<file path="config.mk">
export PLATFORM = sky130hd
export DESIGN_NAME = websocket_client_frame_builder_core
export DESIGN_NICKNAME = d
export VERILOG_FILES = /design/src/hw/rtl/wscfb_pkg.sv /design/src/hw/rtl/wscfb_front.sv /design/src/hw/rtl/wscfb_queue.sv /design/src/hw/rtl/wscfb_back.sv /design/src/hw/rtl/websocket_client_frame_builder_core.sv
export SDC_FILE = /design/constraint.sdc
export NUM_CORES = 1
export LEC_CHECK = 0
export ABC_CLOCK_PERIOD_IN_PS = 3100
export BUFFER_PORTS_ARGS = -buffer_cell sky130_fd_sc_hd__buf_2
export CORE_ASPECT_RATIO = 0.6
export CORE_MARGIN = 3
export CORE_UTILIZATION = 53
export CTS_BUF_LIST = sky130_fd_sc_hd__clkbuf_4 sky130_fd_sc_hd__clkbuf_8
export DETAILED_ROUTE_END_ITERATION = 10
export GPL_TIMING_DRIVEN = 0
export PLACE_DENSITY_LB_ADDON = 0.1
export SLEW_MARGIN = 10
export SYNTH_ARGS = -nofsm -noshare
export SYNTH_HDL_FRONTEND = slang
export SYNTH_SLANG_ARGS = --single-unit
export TNS_END_PERCENT = 50
</file>
<file path="constraint.sdc">
create_clock -name clk -period 3.1 [get_ports clk]
set_input_delay 0.62 -clock clk [delete_from_list [all_inputs] [get_ports clk]]
set_output_delay 0.62 -clock clk [all_outputs]
set_load 0.005 [all_outputs]
</file>
<file path="src/hw/rtl/wscfb_pkg.sv">
// ----------------------------------------------------------------------------
// wscfb_pkg
// Shared types and constants of the WebSocket client frame builder.
// ----------------------------------------------------------------------------
package wscfb_pkg;

  typedef enum logic [1:0] {
    CMD_DATA = 2'd0,
    CMD_CTRL = 2'd1,
    CMD_BYTE = 2'd2,
    CMD_NONE = 2'd3
  } cmd_t;

  typedef enum logic [1:0] {
    ST_OK         = 2'd0,
    ST_CTRL_LONG  = 2'd1,
    ST_NO_FRAME   = 2'd2,
    ST_START_OPEN = 2'd3
  } status_t;

  localparam logic [3:0]  OPC_CONT     = 4'h0;
  localparam logic [3:0]  OPC_TEXT     = 4'h1;
  localparam logic [3:0]  OPC_BINARY   = 4'h2;
  localparam logic [6:0]  LEN_EXT16    = 7'd126;
  localparam logic [15:0] SHORT_LEN_LT = 16'd126;
  localparam logic [15:0] CTRL_MAX_LEN = 16'd125;

  localparam int JOB_BYTES   = 8;
  localparam int JOB_CNT_W   = $clog2(JOB_BYTES);
  localparam int QUEUE_DEPTH = 4;
  localparam int QPTR_W      = $clog2(QUEUE_DEPTH);
  localparam int QCNT_W      = QPTR_W + 1;

  localparam logic [JOB_CNT_W-1:0] CNT_SHORT_HDR = JOB_CNT_W'(5);
  localparam logic [JOB_CNT_W-1:0] CNT_LONG_HDR  = JOB_CNT_W'(7);
  localparam logic [JOB_CNT_W-1:0] CNT_SINGLE    = JOB_CNT_W'(0);

  // One queued run of output bytes.
  typedef struct packed {
    logic [JOB_BYTES-1:0][7:0] bytes;
    logic [JOB_CNT_W-1:0]      cnt_m1;
    logic                      last_fin;
    status_t                   status;
  } job_t;

endpackage

</file>
<file path="src/hw/rtl/wscfb_front.sv">
// ----------------------------------------------------------------------------
// wscfb_front
// Accepts requests, tracks frame state and turns each request into a byte run.
// ----------------------------------------------------------------------------
module wscfb_front
  import wscfb_pkg::*;
(
  input  logic        clk,
  input  logic        rst_n,
  input  logic        in_valid,
  output logic        in_ready,
  input  logic [1:0]  in_command,
  input  logic [15:0] in_frame_length,
  input  logic        in_binary,
  input  logic        in_final_req,
  input  logic [3:0]  in_control_opcode,
  input  logic [31:0] in_mask_key,
  input  logic [7:0]  in_payload_byte,
  output logic        push_valid,
  input  logic        push_ready,
  output job_t        push_job
);

  logic        continuing_r, continuing_nxt;
  logic        frame_open_r, frame_open_nxt;
  logic [15:0] bytes_left_r, bytes_left_nxt;
  logic [31:0] mask_store_r, mask_store_nxt;
  logic [1:0]  mask_phase_r, mask_phase_nxt;

  logic        accept;
  logic [3:0]  opc;
  logic [7:0]  mask_byte;
  logic [15:0] left_dec;

  assign in_ready = push_ready;
  assign accept   = in_valid && push_ready;
  assign opc      = continuing_r ? OPC_CONT : (in_binary ? OPC_BINARY : OPC_TEXT);
  assign left_dec = bytes_left_r - 16'd1;

  always_comb begin
    case (mask_phase_r)
      2'd0:    mask_byte = mask_store_r[31:24];
      2'd1:    mask_byte = mask_store_r[23:16];
      2'd2:    mask_byte = mask_store_r[15:8];
      default: mask_byte = mask_store_r[7:0];
    endcase
  end

  always_comb begin
    continuing_nxt = continuing_r;
    frame_open_nxt = frame_open_r;
    bytes_left_nxt = bytes_left_r;
    mask_store_nxt = mask_store_r;
    mask_phase_nxt = mask_phase_r;
    push_valid     = 1'b0;
    push_job       = '0;
    push_job.status = ST_OK;
    case (cmd_t'(in_command))
      CMD_DATA: begin
        push_valid = accept;
        if (frame_open_r) begin
          push_job.status = ST_START_OPEN;
        end else begin
          push_job.bytes[0] = {in_final_req, 3'b000, opc};
          if (in_frame_length < SHORT_LEN_LT) begin
            push_job.bytes[1] = {1'b1, in_frame_length[6:0]};
            push_job.bytes[2] = in_mask_key[31:24];
            push_job.bytes[3] = in_mask_key[23:16];
            push_job.bytes[4] = in_mask_key[15:8];
            push_job.bytes[5] = in_mask_key[7:0];
            push_job.cnt_m1   = CNT_SHORT_HDR;
          end else begin
            push_job.bytes[1] = {1'b1, LEN_EXT16};
            push_job.bytes[2] = in_frame_length[15:8];
            push_job.bytes[3] = in_frame_length[7:0];
            push_job.bytes[4] = in_mask_key[31:24];
            push_job.bytes[5] = in_mask_key[23:16];
            push_job.bytes[6] = in_mask_key[15:8];
            push_job.bytes[7] = in_mask_key[7:0];
            push_job.cnt_m1   = CNT_LONG_HDR;
          end
          push_job.last_fin = (in_frame_length == 16'd0);
          if (accept) begin
            continuing_nxt = !in_final_req;
            mask_store_nxt = in_mask_key;
            mask_phase_nxt = 2'd0;
            bytes_left_nxt = in_frame_length;
            frame_open_nxt = (in_frame_length != 16'd0);
          end
        end
      end
      CMD_CTRL: begin
        push_valid = accept;
        if (frame_open_r) begin
          push_job.status = ST_START_OPEN;
        end else if (in_frame_length > CTRL_MAX_LEN) begin
          push_job.status = ST_CTRL_LONG;
        end else begin
          push_job.bytes[0] = {1'b1, 3'b000, in_control_opcode};
          push_job.bytes[1] = {1'b1, in_frame_length[6:0]};
          push_job.bytes[2] = in_mask_key[31:24];
          push_job.bytes[3] = in_mask_key[23:16];
          push_job.bytes[4] = in_mask_key[15:8];
          push_job.bytes[5] = in_mask_key[7:0];
          push_job.cnt_m1   = CNT_SHORT_HDR;
          push_job.last_fin = (in_frame_length == 16'd0);
          if (accept) begin
            mask_store_nxt = in_mask_key;
            mask_phase_nxt = 2'd0;
            bytes_left_nxt = in_frame_length;
            frame_open_nxt = (in_frame_length != 16'd0);
          end
        end
      end
      CMD_BYTE: begin
        push_valid = accept;
        if (!frame_open_r) begin
          push_job.status = ST_NO_FRAME;
        end else begin
          push_job.bytes[0] = in_payload_byte ^ mask_byte;
          push_job.cnt_m1   = CNT_SINGLE;
          push_job.last_fin = (left_dec == 16'd0);
          if (accept) begin
            mask_phase_nxt = mask_phase_r + 2'd1;
            bytes_left_nxt = left_dec;
            if (left_dec == 16'd0) begin
              frame_open_nxt = 1'b0;
            end
          end
        end
      end
      default: begin
        push_valid = 1'b0;
      end
    endcase
  end

  always_ff @(posedge clk) begin
    if (!rst_n) begin
      continuing_r <= 1'b0;
      frame_open_r <= 1'b0;
      bytes_left_r <= '0;
      mask_store_r <= '0;
      mask_phase_r <= '0;
    end else begin
      continuing_r <= continuing_nxt;
      frame_open_r <= frame_open_nxt;
      bytes_left_r <= bytes_left_nxt;
      mask_store_r <= mask_store_nxt;
      mask_phase_r <= mask_phase_nxt;
    end
  end

endmodule

</file>
<file path="src/hw/rtl/wscfb_queue.sv">
// ----------------------------------------------------------------------------
// wscfb_queue
// Short FIFO of byte runs between the front and the back.
// ----------------------------------------------------------------------------
module wscfb_queue
  import wscfb_pkg::*;
(
  input  logic clk,
  input  logic rst_n,
  input  logic push_valid,
  output logic push_ready,
  input  job_t push_job,
  output logic pop_valid,
  input  logic pop,
  output job_t pop_job
);

  job_t              entry_r [QUEUE_DEPTH];
  logic [QPTR_W-1:0] wr_ptr_r, wr_ptr_nxt;
  logic [QPTR_W-1:0] rd_ptr_r, rd_ptr_nxt;
  logic [QCNT_W-1:0] count_r, count_nxt;
  logic              do_push, do_pop;

  assign push_ready = (count_r != QCNT_W'(QUEUE_DEPTH));
  assign pop_valid  = (count_r != '0);
  assign pop_job    = entry_r[rd_ptr_r];
  assign do_push    = push_valid && push_ready;
  assign do_pop     = pop && pop_valid;

  always_comb begin
    wr_ptr_nxt = do_push ? wr_ptr_r + QPTR_W'(1) : wr_ptr_r;
    rd_ptr_nxt = do_pop ? rd_ptr_r + QPTR_W'(1) : rd_ptr_r;
    count_nxt  = count_r;
    if (do_push && !do_pop) begin
      count_nxt = count_r + QCNT_W'(1);
    end else if (do_pop && !do_push) begin
      count_nxt = count_r - QCNT_W'(1);
    end
  end

  always_ff @(posedge clk) begin
    if (do_push) begin
      entry_r[wr_ptr_r] <= push_job;
    end
  end

  always_ff @(posedge clk) begin
    if (!rst_n) begin
      wr_ptr_r <= '0;
      rd_ptr_r <= '0;
      count_r  <= '0;
    end else begin
      wr_ptr_r <= wr_ptr_nxt;
      rd_ptr_r <= rd_ptr_nxt;
      count_r  <= count_nxt;
    end
  end

endmodule

</file>
<file path="src/hw/rtl/wscfb_back.sv">
// ----------------------------------------------------------------------------
// wscfb_back
// Walks each queued run one byte per cycle into the output register, while the output is not stalled.
// ----------------------------------------------------------------------------
module wscfb_back
  import wscfb_pkg::*;
(
  input  logic       clk,
  input  logic       rst_n,
  input  logic       job_valid,
  output logic       job_pop,
  input  job_t       job,
  output logic       out_valid,
  input  logic       out_ready,
  output logic [7:0] out_byte,
  output logic       out_last,
  output logic [1:0] out_status
);

  logic [JOB_CNT_W-1:0] idx_r, idx_nxt;
  logic                 out_valid_r, out_valid_nxt;
  logic [7:0]           out_byte_r;
  logic                 out_last_r;
  logic [1:0]           out_status_r;
  logic                 load, at_end;

  assign load    = job_valid && (!out_valid_r || out_ready);
  assign at_end  = (idx_r == job.cnt_m1);
  assign job_pop = load && at_end;

  always_comb begin
    idx_nxt = idx_r;
    if (load) begin
      idx_nxt = at_end ? '0 : idx_r + JOB_CNT_W'(1);
    end
    out_valid_nxt = out_valid_r;
    if (load) begin
      out_valid_nxt = 1'b1;
    end else if (out_ready) begin
      out_valid_nxt = 1'b0;
    end
  end

  always_ff @(posedge clk) begin
    if (load) begin
      out_byte_r   <= job.bytes[idx_r];
      out_last_r   <= at_end && job.last_fin;
      out_status_r <= job.status;
    end
  end

  always_ff @(posedge clk) begin
    if (!rst_n) begin
      idx_r       <= '0;
      out_valid_r <= 1'b0;
    end else begin
      idx_r       <= idx_nxt;
      out_valid_r <= out_valid_nxt;
    end
  end

  assign out_valid  = out_valid_r;
  assign out_byte   = out_byte_r;
  assign out_last   = out_last_r;
  assign out_status = out_status_r;

endmodule

</file>
<file path="src/hw/rtl/websocket_client_frame_builder_core.sv">
// ----------------------------------------------------------------------------
// websocket_client_frame_builder_core
// Masked client-side WebSocket frame builder producing a byte stream.
// ----------------------------------------------------------------------------
// Input channel (in_valid/in_ready): one request per handshake. A start data
// or start control request yields a header run of six bytes (eight when the
// length needs the 16-bit extension): header, length, optional extended
// length, then the four mask-key bytes. A payload request yields one masked
// byte. A rejected request yields one byte 0 with an error code on out_status.
// Output channel (out_valid/out_ready): one byte per handshake, out_last on
// the byte that closes a frame.
// The first byte of a request passes through the run queue and then the output register.
// Throughput: the output register drains one byte per cycle while out_ready is
// high; payload requests sustain one per cycle while the queue has room, and a
// four-entry run queue keeps accepting requests behind a header run.
// Reset clears the frame state, the queue and the output valid flag.
// A stalled receiver holds the output byte; requests are accepted until the
// run queue is full, then in_ready drops.
// ----------------------------------------------------------------------------
module websocket_client_frame_builder_core
  import wscfb_pkg::*;
(
  input  logic        clk,
  input  logic        rst_n,
  input  logic        in_valid,
  output logic        in_ready,
  input  logic [1:0]  in_command,
  input  logic [15:0] in_frame_length,
  input  logic        in_binary,
  input  logic        in_final_req,
  input  logic [3:0]  in_control_opcode,
  input  logic [31:0] in_mask_key,
  input  logic [7:0]  in_payload_byte,
  output logic        out_valid,
  input  logic        out_ready,
  output logic [7:0]  out_byte,
  output logic        out_last,
  output logic [1:0]  out_status
);

  logic push_valid, push_ready, pop_valid, pop;
  job_t push_job, pop_job;

  wscfb_front u_front (
    .clk              (clk),
    .rst_n            (rst_n),
    .in_valid         (in_valid),
    .in_ready         (in_ready),
    .in_command       (in_command),
    .in_frame_length  (in_frame_length),
    .in_binary        (in_binary),
    .in_final_req     (in_final_req),
    .in_control_opcode(in_control_opcode),
    .in_mask_key      (in_mask_key),
    .in_payload_byte  (in_payload_byte),
    .push_valid       (push_valid),
    .push_ready       (push_ready),
    .push_job         (push_job)
  );

  wscfb_queue u_queue (
    .clk       (clk),
    .rst_n     (rst_n),
    .push_valid(push_valid),
    .push_ready(push_ready),
    .push_job  (push_job),
    .pop_valid (pop_valid),
    .pop       (pop),
    .pop_job   (pop_job)
  );

  wscfb_back u_back (
    .clk       (clk),
    .rst_n     (rst_n),
    .job_valid (pop_valid),
    .job_pop   (pop),
    .job       (pop_job),
    .out_valid (out_valid),
    .out_ready (out_ready),
    .out_byte  (out_byte),
    .out_last  (out_last),
    .out_status(out_status)
  );

endmodule

</file>
==> reports/metrics.csv, run 1 <==
metric,value,unit
CP endpoint kind,flip-flop,
worst endpoint required time,3.34,ns
final hold viol count,0,
relative slew slack,0.215,
Worst-path clk slew,0.07,ns
worst setup margin,0.152,ns
Achievable Freq,339,MHz
number of pins exceeding their max-slew limit in the final report,0,
core utilization of the finished layout,0.614,
per-cell via count in the routed design,6.50,
Routed WL per cell,28.2,um
leakage power,5.94,nW
number of nets in the final layout,1186,
outcome,completed,
overall power after layout,12.6,mW
Post-synth ARST share,0,
Min-Delay Path Class,input port to flip-flop,
worst endpoint data arrival time,3.18,ns
total non-filler cell area in the finished layout,17100,um2
"IR drop worst, VDD",0.294,mV
RSZ-0062 raised after global routing,false,
area grow syn2layout,13.2,%
drt pass-1 iters,6,
sw power,3.67,mW
total core area,27800,um2
Final Critical Period,2.95,ns
boundary pin count,81,
TritonCTS buffer count,50,
DP Area,16100,um2
clock root buffer master,clkbuf_8,
relative contribution of the clock network to total power,0.289,
initial antenna violation count,0,
estimated wirelength of the detail-placed design,29200,um
Clock Latency Late Sink,0.61,ns
placer's final routability congestion estimate,0.928,
pin count of the biggest net entering global routing,49,
antenna diode count,0,
Total Routing Usage GR,0.287,
ratio of final minimum period to clock period,0.951,
worst clock skew,0.0316,ns
power density cells,736,nW/um2
DRC violations left,0,
Logic pwr share,0.247,
category of the most critical setup path,flip-flop to flip-flop,
critical path launch point type,flip-flop,
CTS sink cnt,352,
share of cells above drive strength 1,0.238,
Die Wd,224,um
Finish-stage setup viols,0,
Syn. warnings,0,
Flop pwr share,0.464,
hold buffer count at cts,0,
Max Cap Viol,0,
H-tree depth,2,
die area,30600,um2
number of enable flip-flop cells after synthesis,287,
Synth Cell Area,15100,um2
Mapped Avg Cell Area,15.5,um2
sequential fraction of the synthesis area,0.657,
Setup Slack @ Placement,-0.553,ns
"Max FO, Critical Path",8,
DRC marker count from the first detailed-route iteration,1382,
Worst Max-Slew Pin Slew,1.18,ns
die extent in y,137,um
port buffer count,77,
"Net Count, Synth",1053,
vias in the first global route,9201,
total overflow reported by the global router,0,
maximum buffer depth of the clock tree,3,
total internal power,8.91,mW
TritonCTS clock tree,built,
post-synthesis cell type count,65,
antenna-violating nets left,0,
Seq cells post-synth,352,
initial standard-cell utilization of the core,0.542,
Rows,47,
total routed wirelength,42600,um
switching share of power,0.292,
global-route wire length before repair,63100,um
Main synth FF type,edfxtp_1,
Gate Count Post-Synth,972,
routed vias,9823,
==> cell usage in the layout (no fill, tap or decap), types with 7 or more instances in the layout <==
cell / instances
edfxtp_1: 287
nand3_1: 88
buf_2: 85
nand2_1: 79
mux4_2: 65
dfxtp_1: 65
clkbuf_8: 57
clkbuf_1: 43
nor2_1: 37
a22o_1: 32
o21ai_0: 29
and2_1: 21
mux4_1: 20
clkbuf_4: 16
xnor2_1: 13
clkinv_2: 13
ha_1: 12
inv_1: 11
a21oi_1: 10
nor3_1: 8
a222oi_1: 8
mux2_2: 8
clkinv_1: 7
==> cells in the mapped netlist (6+ instances only) <==
cell type  instances  share of area
a22o_1            32          0.019
nand2_1           79          0.020
inv_1             11         0.0027
clkbuf_1          46          0.011
buf_2              8         0.0027
nand3_1           89          0.030
and2_1            25          0.010
nor3_1             8         0.0027
mux4_2            65          0.097
ha_1              12          0.010
dfxtp_1           65          0.086
buf_1              8         0.0020
a21boi_1           6         0.0030
xnor2_1           13         0.0075
o21ai_0           29         0.0096
a222oi_1           8         0.0053
mux2_2             8         0.0060
a21oi_1           12         0.0040
mux4_1            20          0.035
nor2_1            37         0.0092
edfxtp_1         287           0.57
==> worst paths after layout <==
path	startpoint	end	slack, ns	cells past startpoint
worst max-delay path	u_front.mask_phase_r[0]	u_queue.entry_r[0][9]	0.15	7
worst min-delay path	in_mask_key[0]	u_front.mask_store_r[0]	0.28	3
worst max register to register	u_front.mask_phase_r[0]	u_queue.entry_r[0][9]	0.15	7
worst min register to register	u_front.mask_store_r[2]	u_front.mask_store_r[2]	0.45	2
==> area by class of cell <==
type	instances	area, um2
Clock buffer	71	890
Tap cell	367	459
Timing Repair Buffer	82	503
Sequential cell	352	9920
Multi-Input combinational cell	543	4850
Fill cell	2132	10700
Inverter	11	41.3
Clock inverter	21	100
Buffer	65	317
==> stage by stage <==
step / hold WS [ns] / std cells / TNS, ns
finish: 0.284 / 1512 / 0
global route: 0.287 / 1512 / 0
CTS: 0.260 / 1513 / 0
detailed placement: 0.440 / 1421 / -23.37
global placement: 0.436 / 1416 / -356.63
floorplan: 0.429 / 972 / -29.52
==> cell families after synthesis <==
logic type | after synthesis | synth area share
AO/OA/AOI/OAI | 130 | 0.0624
XOR/XNOR | 18 | 0.0104
adder cells (fa/ha/maj) | 13 | 0.0113
buffers and inverters | 77 | 0.0229
flip-flops | 352 | 0.657
multiplexers | 97 | 0.140
AND/OR/NAND/NOR | 285 | 0.0951
==> per-layer routing <==
layer | global-route usage | share of wire | vias to the layer above
li1 | - | - | 4145
met3 | 0.0780 | 0.13 | 66
met2 | 0.385 | 0.40 | 656
met5 | 0 | 0 | -
met1 | 0.466 | 0.45 | 4956
met4 | 0.0639 | 0.017 | 0
==> flip-flops by register name, indices dropped and copies added (netlist names), 2 cells and up, named ones only <==
| name | flops |
|---|---|
| u_queue.entry_r | 276 |
| u_front.mask_store_r | 32 |
| u_front.bytes_left_r | 16 |
| u_back.out_byte | 8 |
| u_back.idx_r | 3 |
| u_queue.count_r | 3 |
| u_back.out_status | 2 |
| u_front.mask_phase_r | 2 |
| u_queue.rd_ptr_r | 2 |
| u_queue.wr_ptr_r | 2 |
==> worst max-delay path, stage by stage (launching register included) <==
cell and delay [ns]:
dfxtp_1 0.42, inv_1 0.09, ha_1 0.20, clkbuf_1 0.22, a222oi_1 0.45, o21ai_0 0.19, xnor2_1 0.19, o21ai_0 0.82
==> power by group through the flow <==
stage	registers [mW]	clock network [mW]	logic, mW
3_3_place_gp	5.97	0	2.97
4_1_cts	5.83	3.67	3.09
3_5_place_dp	5.93	0	3.08
6_report	5.83	3.64	3.10
5_1_grt	5.87	3.89	3.31
2_1_floorplan	5.92	0	1.97
==> repair_timing <==
item                                    4_1_cts  5_1_grt
setup buffers                                 0        0
resized for setup                             7        6
hold endpoints to repair                      0        0
endpoints found under the setup margin       18       42
No activity file was read; power rests on OpenSTA's default activity.
==> run 2: changes to the inputs <==
--- a/config.mk
+++ b/config.mk
@@ -5,6 +5,7 @@
 export SDC_FILE = /design/constraint.sdc
 export NUM_CORES = 1
 export LEC_CHECK = 0
+export ABC_AREA = 1
 export ABC_CLOCK_PERIOD_IN_PS = 3100
 export BUFFER_PORTS_ARGS = -buffer_cell sky130_fd_sc_hd__buf_2
 export CORE_ASPECT_RATIO = 0.6
==> reports/metrics.csv, run 2 <==
metric,value,unit
largest register by flop count,u_queue.entry_r,
commonest cells in the netlist,"edfxtp_1, nor2_1, o21ai_0, nand2_1, inv_1",
most frequent cells in the layout,"edfxtp_1, nor2_1, o21ai_0",
TritonCTS buffer count,51,
RSZ-0062 raised after global routing,false,
routed vias,12400,
number of pins exceeding their max-slew limit in the final report,0,
die area,31100,um2
pin count of the biggest net entering global routing,26,
ratio of final minimum period to clock period,0.933,
Routed WL per cell,24.3,um
TritonCTS clock tree,built,
vias in the first global route,11400,
Achievable Freq,346,MHz
footprint of the flip-flops and latches,9920,um2
worst setup margin,0.209,ns
number of buffer and inverter stages on the critical path,3,
Clock Latency Late Sink,0.61,ns
port buffer count,79,
most repeated cell in the gate-level netlist after synthesis,edfxtp_1,
Seq cells post-synth,352,
Min-Delay Path Class,input port to flip-flop,
grt met1 use,0.479,
H-tree depth,2,
overall power after layout,13.4,mW
sequential fraction of the synthesis area,0.646,
relative slew slack,0.412,
"Net Count, Synth",1548,
maximum single-stage delay on the critical path,0.46,ns
GR peak layer,met1,
share of cells above drive strength 1,0.139,
Setup TNS Final,0,ns
total routed wirelength,49000,um
Setup Slack @ Placement,0.182,ns
outcome,completed,
"Max FO, Critical Path",10,
Hold Path Stages,2,
maximum buffer depth of the clock tree,3,
Rows,47,
area grow syn2layout,13.6,%
per-cell via count in the routed design,6.16,
power density cells,769,nW/um2
global-route wire length before repair,72000,um
boundary pin count,81,
worst-case reg-to-reg path depth,12,
estimated wirelength of the detail-placed design,35100,um
WHS Endpoint,u_front.continuing_r,
worst clock skew,0.0220,ns
critical path's slowest cell,dfxtp_1,
total core area,28100,um2
post-synthesis cell type count,42,
die extent in y,138,um
"IR drop worst, VDD",0.511,mV
DRC violations left,0,
total overflow reported by the global router,0,
final hold viol count,0,
Worst-path clk slew,0.06,ns
drt pass-1 iters,5,
Die Wd,226,um
met3 Resource Use GR,0.101,
Worst Max-Slew Pin Slew,0.880,ns
met2 capacity usage during global routing,0.436,
Synth Cell Area,15400,um2
Filler Cell Count,2324,
non-filler cells in the finished layout,2018,
worst endpoint required time,3.59,ns
"flip-flop count of the largest register, all copies and words added",276,
Post-synth ARST share,0,
critical path launch point type,flip-flop,
leading registers by flop count,"u_queue.entry_r x276, u_front.mask_store_r x32, u_front.bytes_left_r x16",
Syn. warnings,0,
worst endpoint data arrival time,3.38,ns
antenna-violating nets left,0,
cell-by-cell trace of the critical path,inv_1 -> buf_4 -> nand2_1 -> nand3_1 -> nand2_1 -> xor2_1 -> nand3_1 -> ha_1 -> inv_1 -> fa_1 -> o21ai_0 -> a21oi_1,
"most common cell after layout, fill and taps aside",edfxtp_1,
DRC marker count from the first detailed-route iteration,1752,
Main synth FF type,edfxtp_1,
initial standard-cell utilization of the core,0.547,
Total Routing Usage GR,0.318,
placed instance count,1925,
cell family with most CP delay,adder cells,
number of enable flip-flop cells after synthesis,287,
Gate Count Post-Synth,1467,
Finish-stage setup viols,0,
leading cell types by total area after synthesis,"edfxtp_1, dfxtp_1, nor2_1, o21ai_0, nand2_1",
startpoint of the most critical hold path,in_final_req,
area of the multi-input gates,4620,um2
leakage power,6.50,nW
antenna diode count,0,
placer's final routability congestion estimate,0.978,
CP endpoint kind,flip-flop,
Max Cap Viol,0,
Mapped Avg Cell Area,10.5,um2
Post-Route Hold Slack,0.215,ns
clock root buffer master,clkbuf_8,
CTS sink cnt,352,
number of setup buffers added after CTS,0,
hold buffer count at cts,0,
Synth top area share,0.561,
Final Critical Period,2.89,ns
Worst R2R End,u_queue.count_r[1],
register-to-register path setup slack,0.21,ns
number of nets in the final layout,1691,
category of the most critical setup path,flip-flop to flip-flop,
cell type with the highest aggregate area in the netlist,edfxtp_1,
initial antenna violation count,0,
==> run 2: worst max-delay path by stage <==
| stage | endpoint | slack (ns) | cells after the start |
|---|---|---|---|
| floorplan | u_queue.entry_r[0][0] | -0.05 | 3 |
| global placement | u_queue.entry_r[3][32] | -1.76 | 4 |
| detailed placement | u_queue.entry_r[3][52] | 0.18 | 10 |
| CTS | u_queue.count_r[2] | 0.25 | 12 |
| global route | u_queue.count_r[2] | 0.02 | 14 |
| finish | u_queue.count_r[1] | 0.21 | 12 |
==> run 2: report_power, final <==
part	internal [mW]	switching, mW
combinational	1.08	2.80
clock	1.86	1.81
sequential	5.68	0.192
==> run 2: metrics by stage <==
step,utilization,instance area [um2]
floorplan,-,15400
global placement,0.578,16200
detailed placement,0.587,16500
CTS,0.622,17400
global route,0.622,17400
finish,0.622,17400
==> run 2: what timing repair did <==
| item | CTS | global route |
|---|---|---|
| endpoints found under the setup margin | 0 | 1 |
| hold endpoints to repair | 0 | 0 |
| gates resized for setup | 0 | 1 |
==> run 2: layout make-up <==
class / instances / share of cell area
sequential: 352 / 0.569
tap: 367 / 0.0263
inverter: 109 / 0.0238
clock buffer: 76 / 0.0517
timing repair buffer: 91 / 0.0353
buffer: 92 / 0.0249
clock inverter: 18 / 0.00466
multi-input combinational: 913 / 0.265
==> run 2: logic make-up after synthesis <==
group	after synthesis	synth area share
simple gates	485	0.130
fa+ha+maj	13	0.0111
buf+inv	202	0.0553
compound gates	410	0.155
xor+xnor	5	0.00285
flops	352	0.646
==> run 2: per-layer routing <==
metal  part of all wire  vias to the layer above
met5                  0                        -
li1                   -                     5540
met2               0.40                      817
met1               0.43                     5966
met3               0.14                      107
met4              0.029                        0
